**config.mk**
```make
export PLATFORM = sky130hd
export DESIGN_NAME = bpc_queue
export DESIGN_NICKNAME = d
export VERILOG_FILES = /design/src/hdl/bpc_pkg.sv /design/src/hdl/bpc_queue.sv
export SDC_FILE = /design/constraint.sdc
export NUM_CORES = 1
export LEC_CHECK = 0
export BUFFER_PORTS_ARGS = -buffer_cell sky130_fd_sc_hd__buf_4
export CAP_MARGIN = 20
export CORE_AREA = 4 4 138 140
export CTS_BUF_LIST = sky130_fd_sc_hd__clkbuf_8
export DETAILED_ROUTE_END_ITERATION = 16
export DIE_AREA = 0 0 142 144
export PLACE_DENSITY = 0.49
export SYNTH_ARGS = -nofsm -noshare
export SYNTH_HDL_FRONTEND = slang
export SYNTH_SLANG_ARGS = --single-unit
```
**constraint.sdc**
```tcl
create_clock -name clk -period 5.9 [get_ports clk]
set_clock_uncertainty 0.2 [all_clocks]
set_input_delay 1.18 -clock clk [delete_from_list [all_inputs] [get_ports clk]]
set_output_delay 1.18 -clock clk [all_outputs]
set_load 0.01 [all_outputs]
```
**src/hdl/bpc_pkg.sv**
```systemverilog
// Package for the barometric compensation unit: calibration, queue item and
// configuration types plus fixed range constants. No dependencies.
`default_nettype none

package bpc_pkg;

  // Configuration register indexes
  typedef enum logic [2:0] {
    CFG_PRESSURE_SENSITIVITY   = 3'd0,
    CFG_PRESSURE_OFFSET        = 3'd1,
    CFG_SENSITIVITY_TEMP_COEFF = 3'd2,
    CFG_OFFSET_TEMP_COEFF      = 3'd3,
    CFG_REFERENCE_TEMP         = 3'd4,
    CFG_TEMP_SENSITIVITY       = 3'd5
  } cfg_idx_t;

  // Calibration reset values
  localparam logic [15:0] RST_PRESSURE_SENSITIVITY   = 16'd40127;
  localparam logic [15:0] RST_PRESSURE_OFFSET        = 16'd36924;
  localparam logic [15:0] RST_SENSITIVITY_TEMP_COEFF = 16'd23317;
  localparam logic [15:0] RST_OFFSET_TEMP_COEFF      = 16'd23282;
  localparam logic [15:0] RST_REFERENCE_TEMP         = 16'd33464;
  localparam logic [15:0] RST_TEMP_SENSITIVITY       = 16'd28312;

  typedef struct packed {
    logic [15:0] pressure_sensitivity;
    logic [15:0] pressure_offset;
    logic [15:0] sensitivity_temp_coeff;
    logic [15:0] offset_temp_coeff;
    logic [15:0] reference_temp;
    logic [15:0] temp_sensitivity;
  } calib_t;

  // Temperature band of a request, decided in the front end
  typedef enum logic [1:0] {
    BAND_NORMAL   = 2'd0,  // 20.00 C or above: first order only
    BAND_LOW      = 2'd1,  // below 20.00 C: second-order correction
    BAND_VERY_LOW = 2'd2   // below -15.00 C: extra correction term
  } band_t;

  typedef struct packed {
    logic        [23:0] d1;     // raw pressure
    logic signed [24:0] dt;     // raw temperature minus reference
    logic signed [17:0] tdiff;  // first-order temperature minus 20.00 C
    band_t              band;
  } q_item_t;

  localparam int TEMP_REF       = 2000;   // 20.00 C
  localparam int TEMP_VLOW_DIFF = -3500;  // -15.00 C relative to 20.00 C
  localparam int PRESS_MIN      = 1000;
  localparam int PRESS_MAX      = 120000;
  localparam int TEMP_MIN       = -4000;
  localparam int TEMP_MAX       = 8500;

endpackage

`default_nettype wire

```
**src/hdl/bpc_queue.sv**
```systemverilog
// Short request queue between front and back end. Entries are flops.
// Uses bpc_pkg for the item type.
`default_nettype none

module bpc_queue #(
  parameter int DEPTH = 2
) (
  input  wire logic              clk,
  input  wire logic              rst_n,
  input  wire logic              push_valid,
  input  wire bpc_pkg::q_item_t  push_item,
  output logic                   push_ready,
  output logic                   pop_valid,
  output bpc_pkg::q_item_t       pop_item
);

  localparam int PTR_W = $clog2(DEPTH);
  localparam int CNT_W = $clog2(DEPTH + 1);

  bpc_pkg::q_item_t  mem [DEPTH];
  logic [PTR_W-1:0]  wr_ptr_r, wr_ptr_nxt, rd_ptr_r, rd_ptr_nxt;
  logic [CNT_W-1:0]  cnt_r, cnt_nxt;
  logic              full, do_push, do_pop;

  // Back end never stalls: pop whenever something is held
  assign full       = (cnt_r == CNT_W'(DEPTH));
  assign do_pop     = (cnt_r != '0);
  assign push_ready = !full || do_pop;
  assign do_push    = push_valid && push_ready;
  assign pop_valid  = do_pop;
  assign pop_item   = mem[rd_ptr_r];

  always_comb begin
    wr_ptr_nxt = wr_ptr_r;
    rd_ptr_nxt = rd_ptr_r;
    cnt_nxt    = cnt_r;
    if (do_push) begin
      wr_ptr_nxt = (wr_ptr_r == PTR_W'(DEPTH - 1)) ? '0 : wr_ptr_r + 1'b1;
    end
    if (do_pop) begin
      rd_ptr_nxt = (rd_ptr_r == PTR_W'(DEPTH - 1)) ? '0 : rd_ptr_r + 1'b1;
    end
    if (do_push && !do_pop) begin
      cnt_nxt = cnt_r + 1'b1;
    end else if (!do_push && do_pop) begin
      cnt_nxt = cnt_r - 1'b1;
    end
  end

  always_ff @(posedge clk) begin
    if (!rst_n) begin
      wr_ptr_r <= '0;
      rd_ptr_r <= '0;
      cnt_r    <= '0;
    end else begin
      wr_ptr_r <= wr_ptr_nxt;
      rd_ptr_r <= rd_ptr_nxt;
      cnt_r    <= cnt_nxt;
    end
  end

  always_ff @(posedge clk) begin
    if (do_push) begin
      mem[wr_ptr_r] <= push_item;
    end
  end

endmodule

`default_nettype wire

```
======== Word-level counts from Yosys, hierarchy flattened ========
Memory sizes are Yosys's and may differ from the RTL's. A register that Yosys moved wholly into a read port is not among the register bits.
Index checks and enable logic that the tools add are counted.
W data, S select, Z words.
word-level totals
  word-level logic and storage cells ...... 26
  flip-flop bits (word level) ............. 4
  memories ................................ 1
  output and inout bits ................... 71
  input bits .............................. 72
  bits in writable memories ............... 138
memories
  memory  depth  bits a word  rd ports  clocked after memory_dff  write ports  RTL line         source
  mem     2      69           1         1                         1            bpc_queue.sv:20  bpc_pkg::q_item_t mem [DEPTH];
cells by class
  multiplexer cells ....................... 8
  add/sub/neg operators ................... 4
  reduce and logical (&&, ||, !) cells .... 9
  eq/ne operators ......................... 1
operator list
  operator               count
  $mux W1                6
  $mux W2                2
  $reduce_bool A2 Y1     2
  $logic_and A1 B1 Y1    3
  $logic_not A1 Y1       3
  $add A1 B1 Y1 const B  2
  $add A2 B1 Y2 const B  1
  $eq A2 B2 Y1 const B   1
  $sub A2 B1 Y2 const B  1
  $logic_or A1 B1 Y1     1

======== Depth between registers and ports, before layout ========
  word-level depth ........................ 8
  depth in mapped cells ................... 5
  gate-level depth less buffers ........... 5

======== Worst setup path after synthesis ========
OpenSTA, ideal clock, no wires.
  kind .................................... input to register
  start ................................... input port push_valid
  end ..................................... memory mem[0][0] (netlist bit) (enable)
  data required time ...................... 5194 ps
  buffers on the path ..................... 0
  cell stages on the path ................. 1
  slack ................................... 956 ps
  library setup time ...................... 506 ps
  arrival ................................. 4239 ps
  cell sequence ........................... nor2b_1
between the ends
  cells in the longest elaborated chain, start to end .. 3
ends and longest elaborated chain
  element                        RTL line         source
  from (decl)                    bpc_queue.sv:10  input wire logic push_valid,
  $logic_and A1 B1 Y1            bpc_queue.sv:29  assign do_push = push_valid && push_ready;
  $mux W1                        bpc_queue.sv:63  if (do_push) begin
  $mux W1 (not written as such)  bpc_queue.sv:64  mem[wr_ptr_r] <= push_item;
  to (decl)                      bpc_queue.sv:20
No other way between the ends.

==> impl_metrics.env <==
export IMPL_outcome="complete, no violations"
export IMPL_hold_path_class="register to register"
export IMPL_ctsHtreeMaxLevel=4
export IMPL_gp_congestion=0.6817
export IMPL_yosysTopAreaCellShare=0.7899
export IMPL_numCtsBuffers=17
export IMPL_synth_common_cells="138 x edfxtp_1, 59 x mux2_2, 10 x mux2_4"
export IMPL_p_leak_nw=2.583
export IMPL_clock_latency_ps=420
export IMPL_synthCells=239
export IMPL_total_power_w=0.002599
export IMPL_wl_mm=9.859
export IMPL_avgSynthCellArea_um2=21.95
export IMPL_seq_area_um2=4248
export IMPL_fp_dieArea_um2=20450
export IMPL_initial_utilization=0.2941
export IMPL_path_class="register to primary output"
export IMPL_tightest_slew_ps=1058
export IMPL_finalHoldViolCount=0
export IMPL_fill_cells=1646
export IMPL_area_growth_pct=31.10
export IMPL_clk_pin_slew_ps=70
export IMPL_required_ps=4520
export IMPL_postRouteAntennaNets=0
export IMPL_cts_max_path_buffers=2
export IMPL_placed_area_um2=6539
export IMPL_drt_wirelength_per_cell_um=15.60
export IMPL_io_buffers=141
export IMPL_fin_area_um2=6878
export IMPL_yosysSeqAreaShare=0.8090
export IMPL_grt_pass1_vias=2853
export IMPL_drtIter0Drc=101
export IMPL_r2r_end="mem[0][23]"
export IMPL_fmax_mhz=286.9
export IMPL_dr_pass1_iters=4
export IMPL_path_max_fanout=69
export IMPL_overflow=0
export IMPL_syn_nets=312
export IMPL_route_vias_total=2621
export IMPL_ys_warn_count=0
export IMPL_layout_nets=463
export IMPL_rrSetupSlack_ps=3610
export IMPL_syn_area_um2=5246
export IMPL_min_delay_start="cnt_r[1]"
export IMPL_place_inst=600
export IMPL_grt_pass1_wl_mm=14.87
export IMPL_fin_crit_ps=3486
export IMPL_dieHeight_um=144
export IMPL_maxSlewHeadroom=0.2947
export IMPL_crit_path_start_kind="register"
export IMPL_vias_per_cell=4.147
export IMPL_place_ws_ps=2561
export IMPL_postCtsSetupBuffers=0
export IMPL_core_rowCount=49
export IMPL_layout_drive_gt1_share=0.5856
export IMPL_arrival_ps=2110
export IMPL_synth_most_common_cell="edfxtp_1"
export IMPL_antenna_found_initial=0
export IMPL_synth_main_ff_cell="edfxtp_1"
export IMPL_drcViolationCount=0
export IMPL_synth_area_leaders="edfxtp_1 79%, mux2_2 13%, mux2_4 2.9%"
export IMPL_fp_dieW_um=142
export IMPL_rsz0062_at_grt="false"
export IMPL_r2r_worst_path_cells=2
export IMPL_ctsHoldBuffers=0
export IMPL_ys_ff_latch=143
export IMPL_cp_end_kind="primary output"
export IMPL_fin_ws_ps=2414
export IMPL_synth_edf_count=138
export IMPL_synth_cell_types=21
export IMPL_dp_hpwl_mm=6.167
export IMPL_async_flop_share=0
export IMPL_ios=143
export IMPL_slew_viol_final=0
export IMPL_powerDensity_nw_per_um2=377.9
export IMPL_final_cells=632
export IMPL_maxCapViolCount=0
export IMPL_cts_tree="built"
export IMPL_multi_input_area_um2=934.6
export IMPL_synth_largest_area_cell="edfxtp_1"
export IMPL_setup_tns_ps=0
export IMPL_fin_crit_sh=0.5909
export IMPL_cts_root_buf="clkbuf_8"
export IMPL_cts_resized=0
export IMPL_irDropWorstVdd_uv=193.1
export IMPL_cts_sinks=143
export IMPL_grt_max_degree=70
export IMPL_r2r_start="wr_ptr_r"
export IMPL_setup_violations=0
export IMPL_diodes=0
export IMPL_holdPathStages=2
export IMPL_grt_use_total=0.09894
export IMPL_core_area_um2=17840
export IMPL_min_delay_worst_endpoint="cnt_r[1]"
-- how the worst max path moves through the flow --
stage | from | endpoint | slack [ps] | cells after the start
after floorplan | push_valid | mem[0][0] | 960 | 1
after global placement | push_valid | mem[0][18] | 2580 | 3
after detailed placement | push_valid | mem[0][6] | 2560 | 3
after CTS | register | pop_item[22] | 2330 | 2
after global routing | register | pop_item[22] | 2260 | 2
final | register | pop_item[22] | 2410 | 2
-- through the flow --
stage / utilization / hold WS, ps
3_5_place_dp: 0.3665 / 282.8
3_3_place_gp: 0.3665 / 263.6
2_1_floorplan: - / 257.3
5_1_grt: 0.3855 / 370.0
4_1_cts: 0.3855 / 292.6
6_report: 0.3855 / 285.2
-- area by class of cell --
type | instances | area share
flip-flops and latches | 143 | 0.6176
multi-input cells | 85 | 0.1359
well taps | 229 | 0.04166
clock inverters | 13 | 0.01128
clock buffers | 19 | 0.03802
repair buffers | 142 | 0.1550
inverters | 1 | 0.0005458
-- report_power, final --
| part | switching [W] | total [W] | internal [W] | leakage [nW] |
|---|---|---|---|---|
| Sequential | 0.000110 | 0.00130 | 0.00119 | 1.34 |
| Clock | 0.000327 | 0.000666 | 0.000339 | 0.212 |
| Combinational | 0.000233 | 0.000638 | 0.000405 | 1.03 |
| Total | 0.000670 | 0.00260 | 0.00193 | 2.58 |
-- cells in the final DEF (no fill, tap or decap), drive strengths merged, types with 2 or more instances in the layout --
| cell type | count |
|---|---|
| clkinv | 2 |
| edfxtp | 138 |
| dfxtp | 5 |
| inv | 11 |
| xnor2 | 2 |
| buf | 142 |
| and2 | 4 |
| mux2 | 69 |
| nor2b | 2 |
| clkbuf | 19 |
-- sequential cells by signal, indices dropped and copies added, names as in the netlist, named ones only --
name	cells
mem	138
cnt_r	2
rd_ptr_r	1
wr_ptr_r	1
-- layer usage --
| layer | track usage | share of wire | up-vias |
|---|---|---|---|
| met5 | 0 | 0 | - |
| met4 | 0.04242 | 0.013 | 0 |
| met3 | 0.04894 | 0.072 | 9 |
| met2 | 0.1578 | 0.51 | 85 |
| met1 | 0.1134 | 0.41 | 1292 |
| li1 | - | - | 1235 |
-- cells by family after synthesis --
family | Yosys count | share of synthesized area
other | 1 | 0.0007148
AOI/OAI and AO/OA | 3 | 0.003816
and+or+nand+nor | 8 | 0.009062
adders and majority gates | 1 | 0.002385
buffers and inverters | 11 | 0.01478
muxes | 69 | 0.1553
DFF | 143 | 0.8090
xor gates and xnor gates | 3 | 0.005009
-- worst max-delay path, cell delays in order (launching register included) --
cell and delay (ps):
dfxtp_4 1040, mux2_2 440, buf_4 150
Power figures use the tool's default switching activity.
