### src/hdl/bpc_pkg.sv
// Package for the barometric compensation unit: calibration, queue item and
// configuration types plus fixed range constants. No dependencies.
`default_nettype none

package bpc_pkg;

  // Configuration register indexes
  typedef enum logic [2:0] {
    CFG_PRESSURE_SENSITIVITY   = 3'd0,
    CFG_PRESSURE_OFFSET        = 3'd1,
    CFG_SENSITIVITY_TEMP_COEFF = 3'd2,
    CFG_OFFSET_TEMP_COEFF      = 3'd3,
    CFG_REFERENCE_TEMP         = 3'd4,
    CFG_TEMP_SENSITIVITY       = 3'd5
  } cfg_idx_t;

  // Calibration reset values
  localparam logic [15:0] RST_PRESSURE_SENSITIVITY   = 16'd40127;
  localparam logic [15:0] RST_PRESSURE_OFFSET        = 16'd36924;
  localparam logic [15:0] RST_SENSITIVITY_TEMP_COEFF = 16'd23317;
  localparam logic [15:0] RST_OFFSET_TEMP_COEFF      = 16'd23282;
  localparam logic [15:0] RST_REFERENCE_TEMP         = 16'd33464;
  localparam logic [15:0] RST_TEMP_SENSITIVITY       = 16'd28312;

  typedef struct packed {
    logic [15:0] pressure_sensitivity;
    logic [15:0] pressure_offset;
    logic [15:0] sensitivity_temp_coeff;
    logic [15:0] offset_temp_coeff;
    logic [15:0] reference_temp;
    logic [15:0] temp_sensitivity;
  } calib_t;

  // Temperature band of a request, decided in the front end
  typedef enum logic [1:0] {
    BAND_NORMAL   = 2'd0,  // 20.00 C or above: first order only
    BAND_LOW      = 2'd1,  // below 20.00 C: second-order correction
    BAND_VERY_LOW = 2'd2   // below -15.00 C: extra correction term
  } band_t;

  typedef struct packed {
    logic        [23:0] d1;     // raw pressure
    logic signed [24:0] dt;     // raw temperature minus reference
    logic signed [17:0] tdiff;  // first-order temperature minus 20.00 C
    band_t              band;
  } q_item_t;

  localparam int TEMP_REF       = 2000;   // 20.00 C
  localparam int TEMP_VLOW_DIFF = -3500;  // -15.00 C relative to 20.00 C
  localparam int PRESS_MIN      = 1000;
  localparam int PRESS_MAX      = 120000;
  localparam int TEMP_MIN       = -4000;
  localparam int TEMP_MAX       = 8500;

endpackage

`default_nettype wire

### src/hdl/bpc_front.sv
// Front end: accepts requests, forms the temperature offset and the
// first-order temperature, and classifies the band. Uses bpc_pkg.
`default_nettype none

module bpc_front (
  input  wire logic             clk,
  input  wire logic             rst_n,
  input  wire bpc_pkg::calib_t  calib,
  input  wire logic             start,
  output logic                  busy,
  input  wire logic [23:0]      in_raw_pressure,
  input  wire logic [23:0]      in_raw_temperature,
  output logic                  push_valid,
  output bpc_pkg::q_item_t      push_item,
  input  wire logic             push_ready
);

  logic               f1_vld_r, f1_vld_nxt;
  logic               f2_vld_r, f2_vld_nxt;
  logic        [23:0] f1_d1_r, f2_d1_r;
  logic signed [24:0] f1_dt_r, f1_dt_nxt, f2_dt_r;
  logic signed [40:0] f2_tp_r, f2_tp_nxt;
  logic signed [17:0] tdiff;
  logic               adv;

  // Whole front advances only when the queue can take the oldest request
  assign adv  = push_ready;
  assign busy = !adv;

  assign f1_vld_nxt = start && adv;
  assign f2_vld_nxt = f1_vld_r;
  assign f1_dt_nxt  = $signed({1'b0, in_raw_temperature})
                    - $signed({1'b0, calib.reference_temp, 8'd0});
  assign f2_tp_nxt  = f1_dt_r * $signed({1'b0, calib.temp_sensitivity});

  always_ff @(posedge clk) begin
    if (!rst_n) begin
      f1_vld_r <= 1'b0;
      f2_vld_r <= 1'b0;
    end else if (adv) begin
      f1_vld_r <= f1_vld_nxt;
      f2_vld_r <= f2_vld_nxt;
    end
  end

  always_ff @(posedge clk) begin
    if (adv) begin
      f1_d1_r <= in_raw_pressure;
      f1_dt_r <= f1_dt_nxt;
      f2_d1_r <= f1_d1_r;
      f2_dt_r <= f1_dt_r;
      f2_tp_r <= f2_tp_nxt;
    end
  end

  // Floor shift by 23 is the upper slice
  assign tdiff = $signed(f2_tp_r[40:23]);

  always_comb begin
    push_item.d1    = f2_d1_r;
    push_item.dt    = f2_dt_r;
    push_item.tdiff = tdiff;
    if (tdiff < bpc_pkg::TEMP_VLOW_DIFF) begin
      push_item.band = bpc_pkg::BAND_VERY_LOW;
    end else if (tdiff < 0) begin
      push_item.band = bpc_pkg::BAND_LOW;
    end else begin
      push_item.band = bpc_pkg::BAND_NORMAL;
    end
  end

  assign push_valid = f2_vld_r;

endmodule

`default_nettype wire

### config.mk
export PLATFORM = sky130hd
export DESIGN_NAME = bpc_front
export DESIGN_NICKNAME = d
export VERILOG_FILES = /design/src/hdl/bpc_pkg.sv /design/src/hdl/bpc_front.sv
export SDC_FILE = /design/constraint.sdc
export NUM_CORES = 1
export LEC_CHECK = 0
export BUFFER_PORTS_ARGS = -buffer_cell sky130_fd_sc_hd__buf_4
export CAP_MARGIN = 40
export CELL_PAD_IN_SITES_DETAIL_PLACEMENT = 1
export CELL_PAD_IN_SITES_GLOBAL_PLACEMENT = 2
export CORE_AREA = 2 2 218 220
export DETAILED_ROUTE_END_ITERATION = 7
export DIE_AREA = 0 0 220 222
export PLACE_DENSITY = 0.83
export SETUP_SLACK_MARGIN = 0.4
export SYNTH_ARGS = -nofsm -noshare
export SYNTH_HDL_FRONTEND = slang
export SYNTH_SLANG_ARGS = --single-unit
export TNS_END_PERCENT = 100
### constraint.sdc
create_clock -name clk -period 9.7 [get_ports clk]
set_clock_uncertainty 0.15 [all_clocks]
set_input_delay 0.97 -clock clk [delete_from_list [all_inputs] [get_ports clk]]
set_output_delay 0.97 -clock clk [all_outputs]
set_load 0.01 [all_outputs]
# --- Yosys cells after proc, flatten, opt, wreduce, memory -nomap -nowiden ---
# Index checks and enable logic that the tools add are counted.
totals:
  rom_bits: 0
  reg_bits: 141
  n_memories: 0
  output_inout_bits: 71
  inputBits: 148
  ram_bits: 0
  latch_bits: 0
op_classes:
  shift: 0
  reduce_logical: 2
  n_lt_le_gt_ge: 2
  bitwise: 0
  eq_ne: 0
  n_mul: 1
  add_sub_neg: 1
  n_mux: 2
  n_div: 0
op_table:
  columns: ["operator", "n"]
  rows:
  - ["25-bit by 17-bit multiplier with 41-bit output", 1]
  - ["24-bit by 24-bit subtractor with 25-bit output", 1]
  - ["18-bit by 1-bit < comparator with 1-bit output (second input constant)", 1]
  - ["18-bit by 13-bit < comparator with 1-bit output (second input constant)", 1]
  - ["2-bit 2-to-1 mux", 1]
  - ["1-bit logical AND", 1]
  - ["1-bit logical NOT", 1]
  - ["1-bit 2-to-1 mux", 1]

# --- Depth between registers and ports, before layout ---
logic_depth:
  word_depth: 3
  mapped_depth: 24
  depth_no_buf: 23

# --- Worst setup path after synthesis ---
# OpenSTA, ideal clock, no wires.
synth_path:
  kind: "input -> register"
  startpoint: "input calib[4] (netlist name)"
  endpoint: "register f2_tp_r[40], data pin"
  t_required_ns: 9.284
  path_slack_ns: 2.556
  path_stages: 21
  t_arrival_ns: 6.728
  n_path_buf: 2
  path_cell_list: "clkbuf_1 > clkbuf_1 > nand2_1 > fa_1 > fa_1 > fa_1 > inv_1 > fa_1 > fa_1 > inv_1 > fa_1 > inv_1 > ha_1 > and3_1 > a221o_1 > a31oi_2 > a31oi_4 > o41a_1 > o41ai_4 > mux2i_1 > nand4_1"
synth_via:
  elab_chain_cells: 1
synth_rtl:
  columns: ["element", "line_no", "text"]
  rows:
  - ["from (decl)", "bpc_front.sv:8", "input wire bpc_pkg::calib_t calib,"]
  - ["25-bit by 17-bit multiplier with 41-bit output", "bpc_front.sv:34", "assign f2_tp_nxt = f1_dt_r * $signed({1'b0, calib.temp_sensitivity});"]
  - ["via f2_tp_nxt[40]", "bpc_front.sv:22", "logic signed [40:0] f2_tp_r, f2_tp_nxt;"]
  - ["to (signal assigned)", "bpc_front.sv:52", "f2_tp_r <= f2_tp_nxt;"]
  - ["to (decl)", "bpc_front.sv:22", null]
# The timed path passes the listed nets, and every way through them passes these cells.
# A chain may end at the register's enable or synchronous reset.

# --- Final worst setup path ---
layout_path:
  startpoint: "register f1_dt_r[10]"
  endpoint: "register f2_tp_r[40], data pin"
layout_via:
  elab_chain_cells: 1
layout_rtl:
  columns: ["element", "line_no", "text"]
  rows:
  - ["from (decl)", "bpc_front.sv:21", "logic signed [24:0] f1_dt_r, f1_dt_nxt, f2_dt_r;"]
  - ["from (signal assigned)", "bpc_front.sv:49", "f1_dt_r <= f1_dt_nxt;"]
  - ["25-bit by 17-bit multiplier with 41-bit output", "bpc_front.sv:34", null]
  - ["via f2_tp_nxt[40]", "bpc_front.sv:22", null]
# The timed path passes the listed nets, and every way through them passes these cells.

==> impl_metrics.csv <==
group,metric,value,unit
cells_and_area,nFillCells,5242,
critical_path,r2r_start,"f1_dt_r[10]",
detailed_routing,wl,48700,um
run,drv_cap,0,
grt,antenna_found_initial,0,
yosys,synth_commonest_cells,"inv_1, fa_1, nand2_1, and2_1, edfxtp_1",
cells_and_area,multi_input_area,12400,sq um
clocking,clkLatencyLatePin,0.47,ns
critical_path,cp_max_fo,12,
clocking,numCtsBuffers,17,
critical_path,r2r_slack,2.32,ns
floorplan,io_pins,219,
yosys,yosysMostFrequentCell,"inv_1",
yosys,synth_area_leader_cell,"fa_1",
worst_hold_path,min_path_type,"flop to flop",
detailed_routing,num_vias,12243,
yosys,ys_top_cells_by_area,"fa_1, edfxtp_1, inv_1",
detailed_routing,viasPerCell,4.88,
yosys,yosysSeqAreaShare,19.6,%
yosys,synth_warnings,0,
clocking,cts_setup_buffers,0,
timing,setup_viol,0,
worst_hold_path,hp-start,"f1_d1_r[19]",
yosys,netlist_area,17900,sq um
detailed_routing,wire_per_inst,19.4,um
clocking,cts_resized,0,
clocking,numClockSinks,118,
yosys,syn_nets,2408,
place,place_area,19800,sq um
outcome,outcome,"finished clean",
floorplan,fp.dieArea,48800,sq um
timing,period_minus_slack,7.38,ns
clocking,path_clk_slew,0.06,ns
grt,grt_start_max_net_pins,53,
floorplan,initial_utilization,38.8,%
yosys,postSynthCellCount,1760,
floorplan,core,46300,sq um
grt,grt_use_total,21.7,%
timing,rsz0062_at_grt,"no",
place,dp_hpwl,37700,um
yosys,synth.distinct_cells,44,
cells_and_area,final_cell_area,20400,sq um
cells_and_area,drive_gt1_share,10.7,%
critical_path,startpoint_type,"flop",
grt,gr-total-overflow,0,
timing,whs,0.268,ns
critical_path,reg2reg_to,"f2_tp_r[40]",
yosys,async_flop_share,0,%
clocking,cts.path.max_buffers,2,
critical_path,crit_required,9.76,ns
floorplan,dieHeight,222,um
worst_hold_path,whs_path_depth,0,
floorplan,num_rows,79,
timing,setup_tns,0,ns
clocking,cts_hold_buf,0,
floorplan,die_w,220,um
clocking,h-tree-depth,4,
timing,drv_slew,0,
timing,worst_slew_pin_slew,0.855,ns
grt,grt_pass1_wl,79300,um
detailed_routing,ant_nets,0,
timing,hold_violations,0,
detailed_routing,post-route-drc-count,0,
yosys,synth_enable_flop_cells,116,
clocking,cts_root_buffer,"clkbuf_16",
timing,period_share,76.1,%
critical_path,r2r_cells,20,
yosys,syn_area_per_cell,10.2,sq um
grt,grt_pass1_vias,14584,
worst_hold_path,min_to,"f2_d1_r[19]",
critical_path,cp.arrival,7.43,ns
critical_path,critPathKind,"flop to flop",
clocking,cts_tree,"built",
yosys,ys_seq_elements,118,
timing,max_freq,136,MHz
cells_and_area,seqCellArea,3520,sq um
critical_path,end_kind,"flop",
yosys,synthFlopType,"edfxtp_1",
cells_and_area,fin_nets,2537,
detailed_routing,drt_iter0_drc,417,
cells_and_area,synthToLayoutAreaGrowth,13.7,%
yosys,synth_top_area_share,42.9,%
place,gp_congestion,0.808,
timing,relSlewSlack,43.0,%
detailed_routing,dr.pass1.iters,4,
place,io_buffers,154,
[kinds of logic (layout without fill, tap and decap cells)]
kind of cell               count (synthesis)  count (layout)  share of synthesized area, %
AOI/OAI and AO/OA                         73              73                          3.05
xor gates and xnor gates                  36              36                          1.76
adders and majority gates                500             500                          51.0
buffers and inverters                    534             676                          11.2
DFF                                      118             118                          19.6
muxes                                      3               3                         0.167
other                                      0               1                             0
and+or+nand+nor                          496             496                          13.3
[stage by stage]
| step | util, % | worst slack, ns | std cells |
|---|---|---|---|
| after detailed placement | 42.9 | 1.91 | 2477 |
| after global routing | 44.1 | 2.04 | 2509 |
| after floorplan | - | 2.56 | 1760 |
| after CTS | 44.1 | 2.23 | 2509 |
| after global placement | 42.6 | 2.06 | 2471 |
| final | 44.1 | 2.32 | 2510 |
[worst max-delay path, cell delays in order (launching register included)]
cell      delay [ns]
edfxtp_1        0.83
buf_4           0.30
nand2_1         0.10
fa_1            0.54
inv_1           0.05
fa_1            0.58
fa_1            0.47
fa_1            0.47
fa_1            0.50
inv_1           0.05
fa_1            0.47
inv_1           0.04
ha_1            0.30
and3_1          0.20
a221o_1         0.36
a31oi_2         0.33
a31oi_4         0.18
o41a_1          0.51
o41ai_4         0.34
mux2i_1         0.22
nand4_1         0.10
[state kept, by name (all words and copies together), names as in the netlist]
| signal | count |
|---|---|
| f1_dt_r | 25 |
| f2_dt_r | 25 |
| f2_d1_r | 24 |
| push_valid | 1 |
| f1_vld_r | 1 |
| f1_d1_r | 24 |
| f2_tp_r | 18 |
[layout by cell type, fill, tap and decap left out, drive strengths merged, types with 6 or more instances in the layout]
cell type	instances
a21o	6
or3	6
nor2	18
edfxtp	116
buf	168
a21oi	20
and2	154
a211oi	7
xor2	11
clkbuf	21
nor2b	6
o21ai	13
fa	385
nand3	11
ha	115
nor3	16
xnor2	25
inv	478
nand2	261
nand4	6
[worst max path at each step]
stage,from,to,slack [ns],cells past startpoint
detailed placement,calib[2],f2_tp_r[40],1.91,20
global placement,calib[2],f2_tp_r[40],2.06,20
CTS,f1_dt_r[10],f2_tp_r[40],2.23,20
floorplan,calib[4],f2_tp_r[40],2.56,21
global route,f1_dt_r[10],f2_tp_r[35],2.04,20
finish,f1_dt_r[10],f2_tp_r[40],2.32,20
[per-layer routing]
metal / track usage (%) / share of wire (%)
met1: 25.8 / 40
met3: 2.78 / 3.0
met5: 0 / 0
met4: 6.62 / 2.5
met2: 40.3 / 55
[final cells by class]
type	count	share of cell area (%)
clock buffers	21	2.26
inverters	476	8.75
clock inverters	11	0.619
multi-input cells	1108	60.8
repair buffers	168	6.53
flip-flops and latches	118	17.3
well taps	607	3.72
diodes	1	0.0123
Power is not shown: default switching activity piles up to over one toggle a cycle in this logic, so the estimate is an artifact.
